[config.mk]
export PLATFORM = sky130hd
export DESIGN_NAME = mffw_ram
export DESIGN_NICKNAME = d
export VERILOG_FILES = /design/src/rtl/mffw_ram.sv
export SDC_FILE = /design/constraint.sdc
export NUM_CORES = 1
export LEC_CHECK = 0
export BUFFER_PORTS_ARGS = -buffer_cell sky130_fd_sc_hd__buf_2
export CORE_UTILIZATION = 50
export CTS_CLUSTER_DIAMETER = 120
export CTS_CLUSTER_SIZE = 24
export DETAILED_ROUTE_END_ITERATION = 7
export GPL_TIMING_DRIVEN = 0
export PLACE_DENSITY_LB_ADDON = 0.3
export SLEW_MARGIN = 25
export SYNTH_ARGS = -nofsm -noshare
export SYNTH_HDL_FRONTEND = slang
export SYNTH_SLANG_ARGS = --single-unit
[constraint.sdc]
create_clock -name clock -period 1.33 [get_ports clock]
set_input_delay 0.1995 -clock clock [delete_from_list [all_inputs] [get_ports clock]]
set_output_delay 0.1995 -clock clock [all_outputs]
set_load 0.005 [all_outputs]
[src/rtl/mffw_ram.sv]
`default_nettype none
// ----------------------------------------------------------------------------
// mffw_ram
// Generic simple dual-port RAM: one write port, one read port, registered read.
// ----------------------------------------------------------------------------
module mffw_ram #(
   parameter int WIDTH = 8,
   parameter int DEPTH = 2,
   localparam int AW = (DEPTH > 1) ? $clog2(DEPTH) : 1
) (
   input  wire logic             clock,
   input  wire logic             wr_en,
   input  wire logic [AW-1:0]    wr_addr,
   input  wire logic [WIDTH-1:0] wr_data,
   input  wire logic             rd_en,
   input  wire logic [AW-1:0]    rd_addr,
   output logic      [WIDTH-1:0] rd_data
);

   logic [WIDTH-1:0] mem_ff [DEPTH];

   always_ff @(posedge clock) begin
      if (wr_en) begin
         mem_ff[wr_addr] <= wr_data;
      end
      if (rd_en) begin
         rd_data <= mem_ff[rd_addr];
      end
   end

endmodule

`default_nettype wire

# == Yosys cells after proc, flatten, opt, wreduce, memory -nomap -nowiden ==
# Memories as Yosys holds them, arrays and structs flattened. A register that Yosys moved wholly into a read port is not among the register bits.
# Cells that the tools add are included.
# totals
inputBits,13
out_inout_bits,8
regBits,0
ram_bits,16
mem_count,1
wordCells,3
# classes
n_mux,2
# mem_list
memory,depth,word_bits,rd,rd_clocked_by_memory_dff,write_ports,line,rtl
mem_ff,2,8,1,1,1,20,logic [WIDTH-1:0] mem_ff [DEPTH];
# op_table
op,n
two-way mux 1 bit,2

# == Depth between registers and ports, before layout ==
# logic_depth
ltp_word,2
depth_mapped,2
mapped_depth_nobuf,1

# == Worst setup path after synthesis ==
# Ideal clock, no wire load.
# synth_timing
kind,input to register
start,in wr_en
end,"mem mem_ff[0][0], enable pin"
arrival_time_ps,620
setup_time_ps,373
required_ps,957
path_slack_ps,337
cell_stages,1
n_path_buf,0
cell_sequence,nor2b_1
# synth_between
elab_chain_cells,2
# synth_lines
item,line,rtl
from (decl),12,"input wire logic wr_en,"
two-way mux 1 bit,23,if (wr_en) begin
two-way mux 1 bit (not written as such),24,mem_ff[wr_addr] <= wr_data;
to (decl),20,
# Every way passes these cells.

# == Final worst setup path ==
# layout_timing
start,"reg rd_data[4], read port of mem_ff"
end,out rd_data[4]
# layout_rtl
item,line,rtl
from (decl),17,output logic [WIDTH-1:0] rd_data
# No word-level cell between the ends.

==> results.yml <==
critical_path:
  crit_path_slowest_cell: "edfxtp_1"
  critPathRequiredTime_ns: 1.13
  cp_cell_sequence: "buf_2"
  timing_worst_setup_path_type: "flip-flop to primary output"
  cp_max_fo: 1
  r2r_slack_ns: 0.44
  critPathCaptureType: "primary output"
  worst_ep_arrival_time_ns: 0.81
  worst_r2r_endpoint: "rd_data[5]"
  regToRegStartpoint: "mem_ff[0][5]"
  crit_path_max_cell_delay_ns: 0.38
  cp.buffers_inverters: 1
  reg2regPathDepth: 1
  critical_path.top_delay_family: "flip-flops"
  crit_path_start_kind: "flip-flop"
final_layout:
  drive_gt1_share_pct: 54.4
  diodes: 0
  area_growth_syn_to_layout_pct: 15.9
  fillerInstances: 123
  final_nets: 72
die:
  core_area_um2: 1560
  fp.dieH_um: 43.6
  die_width_um: 43.6
  total_die_area_um2: 1900
  floorplan.io_pins: 21
  rows: 14
  initial_utilization_pct: 55.5
synth:
  netlist.area_leader.share_pct: 83.4
  synth.cell_area_um2: 865
  ys_top_cells_by_area: "edfxtp_1 (83%), mux2_4 (14%), buf_6 (1.3%), and2_1 (0.72%), nor2b_1 (0.72%)"
  postSynthNetCount: 48
  synth_area_per_cell_um2: 24.7
  synth-seq-cells: 24
  post_synthesis_cell_type_with_the_largest_combined_area: "edfxtp_1"
  synth.yosys.seq_area_share_pct: 83.4
  ys_warn_count: 0
  synth.lib_cells_used.distinct: 5
  syn_inst_count: 35
min_path:
  hold_depth: 1
  hold-path-endpoint: "mem_ff[1][2]"
  hp_class: "input pin to flip-flop"
  holdCritStartpoint: "wr_data[2]"
cts:
  cts_root_buf: "clkbuf_4"
  path_clk_slew_ns: 0.11
  cts-buffers-inserted: 3
  clockBufferDepth: 2
  gates_resized_cts_repair: 0
  cts_max_level: 1
  cts_setup_buffers: 0
  clock_insertion_delay_worst_skew_ns: 0.30
  cts_num_sinks: 24
  tritoncts: "done"
  postCtsHoldBufs: 0
sta:
  worst_pin_slew_ns: 0.683
  timing.final.setup_violations: 0
  timing.final.hold_violations: 0
  max_freq_mhz: 990
  fin_worst_skew_ns: 0.00224
  layout_worst_path_cycle_share_pct: 75.9
  final.setup.worst_slack_ns: 0.320
  finalSetupTns_ns: 0
  timing.final.max_slew_violations: 0
  min_period_ns: 1.01
  grt_setup_unrepaired: "false"
  relSlewSlack_pct: 54.4
routing:
  vias_per_cell: 5.21
  detail_route.wl_per_cell_um: 13.1
  drc_errors: 2
  routed_wl_um: 957
  detail-route-antenna-nets: 0
  detail_route.iter0.violations: 5
  vias: 380
  drtPass1Iterations: 6
status:
  outcome: "complete, but fails checks"
  failed_checks: "design-rule violations"
global_route:
  globalRouteOverflowTotal: 0
  pin_count_of_the_biggest_net_entering_global_routing: 13
  first_global_vias: 360
  global_route.usage.total_pct: 11.5
  first_pass_grt_wire_length_um: 1470
  initial_antenna_violation_count: 0
run:
  total_of_max_cap_violations: 0
power:
  leakagePower_nw: 0.394
  power-per-cell-area_nw_per_um2: 1290
  worst_ir_drop_vdd_mv: 0.773
placed_design:
  port_buffers: 19
  place_congestion: 0.622
  placement_setup_slack_ns: 0.0877
  post-dp-hpwl_um: 706
cell families after synthesis:
family        Yosys count  synth area share [%]
buf+inv                 1                  1.30
flops                  24                  83.4
mux                     8                  13.9
simple gates            2                  1.45
cell usage after synthesis:
| cell | instances |
|---|---|
| buf_6 | 1 |
| mux2_4 | 8 |
| nor2b_1 | 1 |
| edfxtp_1 | 24 |
| and2_1 | 1 |
state kept, by name (all words and copies together) (netlist names):
signal,cells
mem_ff,16
rd_data,8
per-layer routing:
metal	vias to the layer above	part of all wire, %	track usage, %
met3	0	7.4	4.17
met4	0	0	5.63
met5	-	0	0
met1	180	41	12.7
li1	182	-	-
met2	18	52	19.4
power breakdown:
part / internal [mW] / switching [mW] / total, mW
clock network: 0.105 / 0.186 / 0.291
registers: 0.892 / 0.0117 / 0.904
logic: 0.0590 / 0.0394 / 0.0984
per-stage QoR:
step	instances	hold WS (ns)	util, %	area, µm²	power, mW
3_5_place_dp	70	0.391	62.8	980	1.02
6_report	73	0.0802	64.3	1000	1.29
2_1_floorplan	35	0.298	-	865	0.975
4_1_cts	73	0.0697	64.3	1000	1.31
5_1_grt	73	0.0573	64.3	1000	1.35
3_3_place_gp	70	0.387	62.8	980	1.02
layout make-up:
type / instances / area [µm²] / area share (%)
plain buffers: 1 / 11.3 / 1.12
clock buffers: 3 / 22.5 / 2.25
multi-input cells: 10 / 133 / 13.2
flip-flops and latches: 24 / 721 / 71.9
well taps: 16 / 20.0 / 2.00
repair buffers: 19 / 95.1 / 9.49
how the worst max path moves through the flow:
| stage | slack (ns) | to | from | cells past startpoint |
|---|---|---|---|---|
| 2_1_floorplan | 0.34 | mem_ff[0][0] | wr_en | 1 |
| 3_3_place_gp | 0.10 | mem_ff[0][7] | wr_addr | 2 |
| 3_5_place_dp | 0.09 | mem_ff[0][7] | wr_addr | 2 |
| 4_1_cts | 0.30 | rd_data[4] | rd_data[4] | 1 |
| 5_1_grt | 0.28 | rd_data[1] | rd_data[1] | 1 |
| 6_report | 0.32 | rd_data[4] | rd_data[4] | 1 |
cell usage in the layout, fill, tap and decap left out, drive strengths merged:
master,synthesis,routed
edfxtp,24,24
mux2,8,8
and2,1,1
clkbuf,0,3
buf,1,20
nor2b,1,1
No activity file was read; power rests on OpenSTA's default activity.
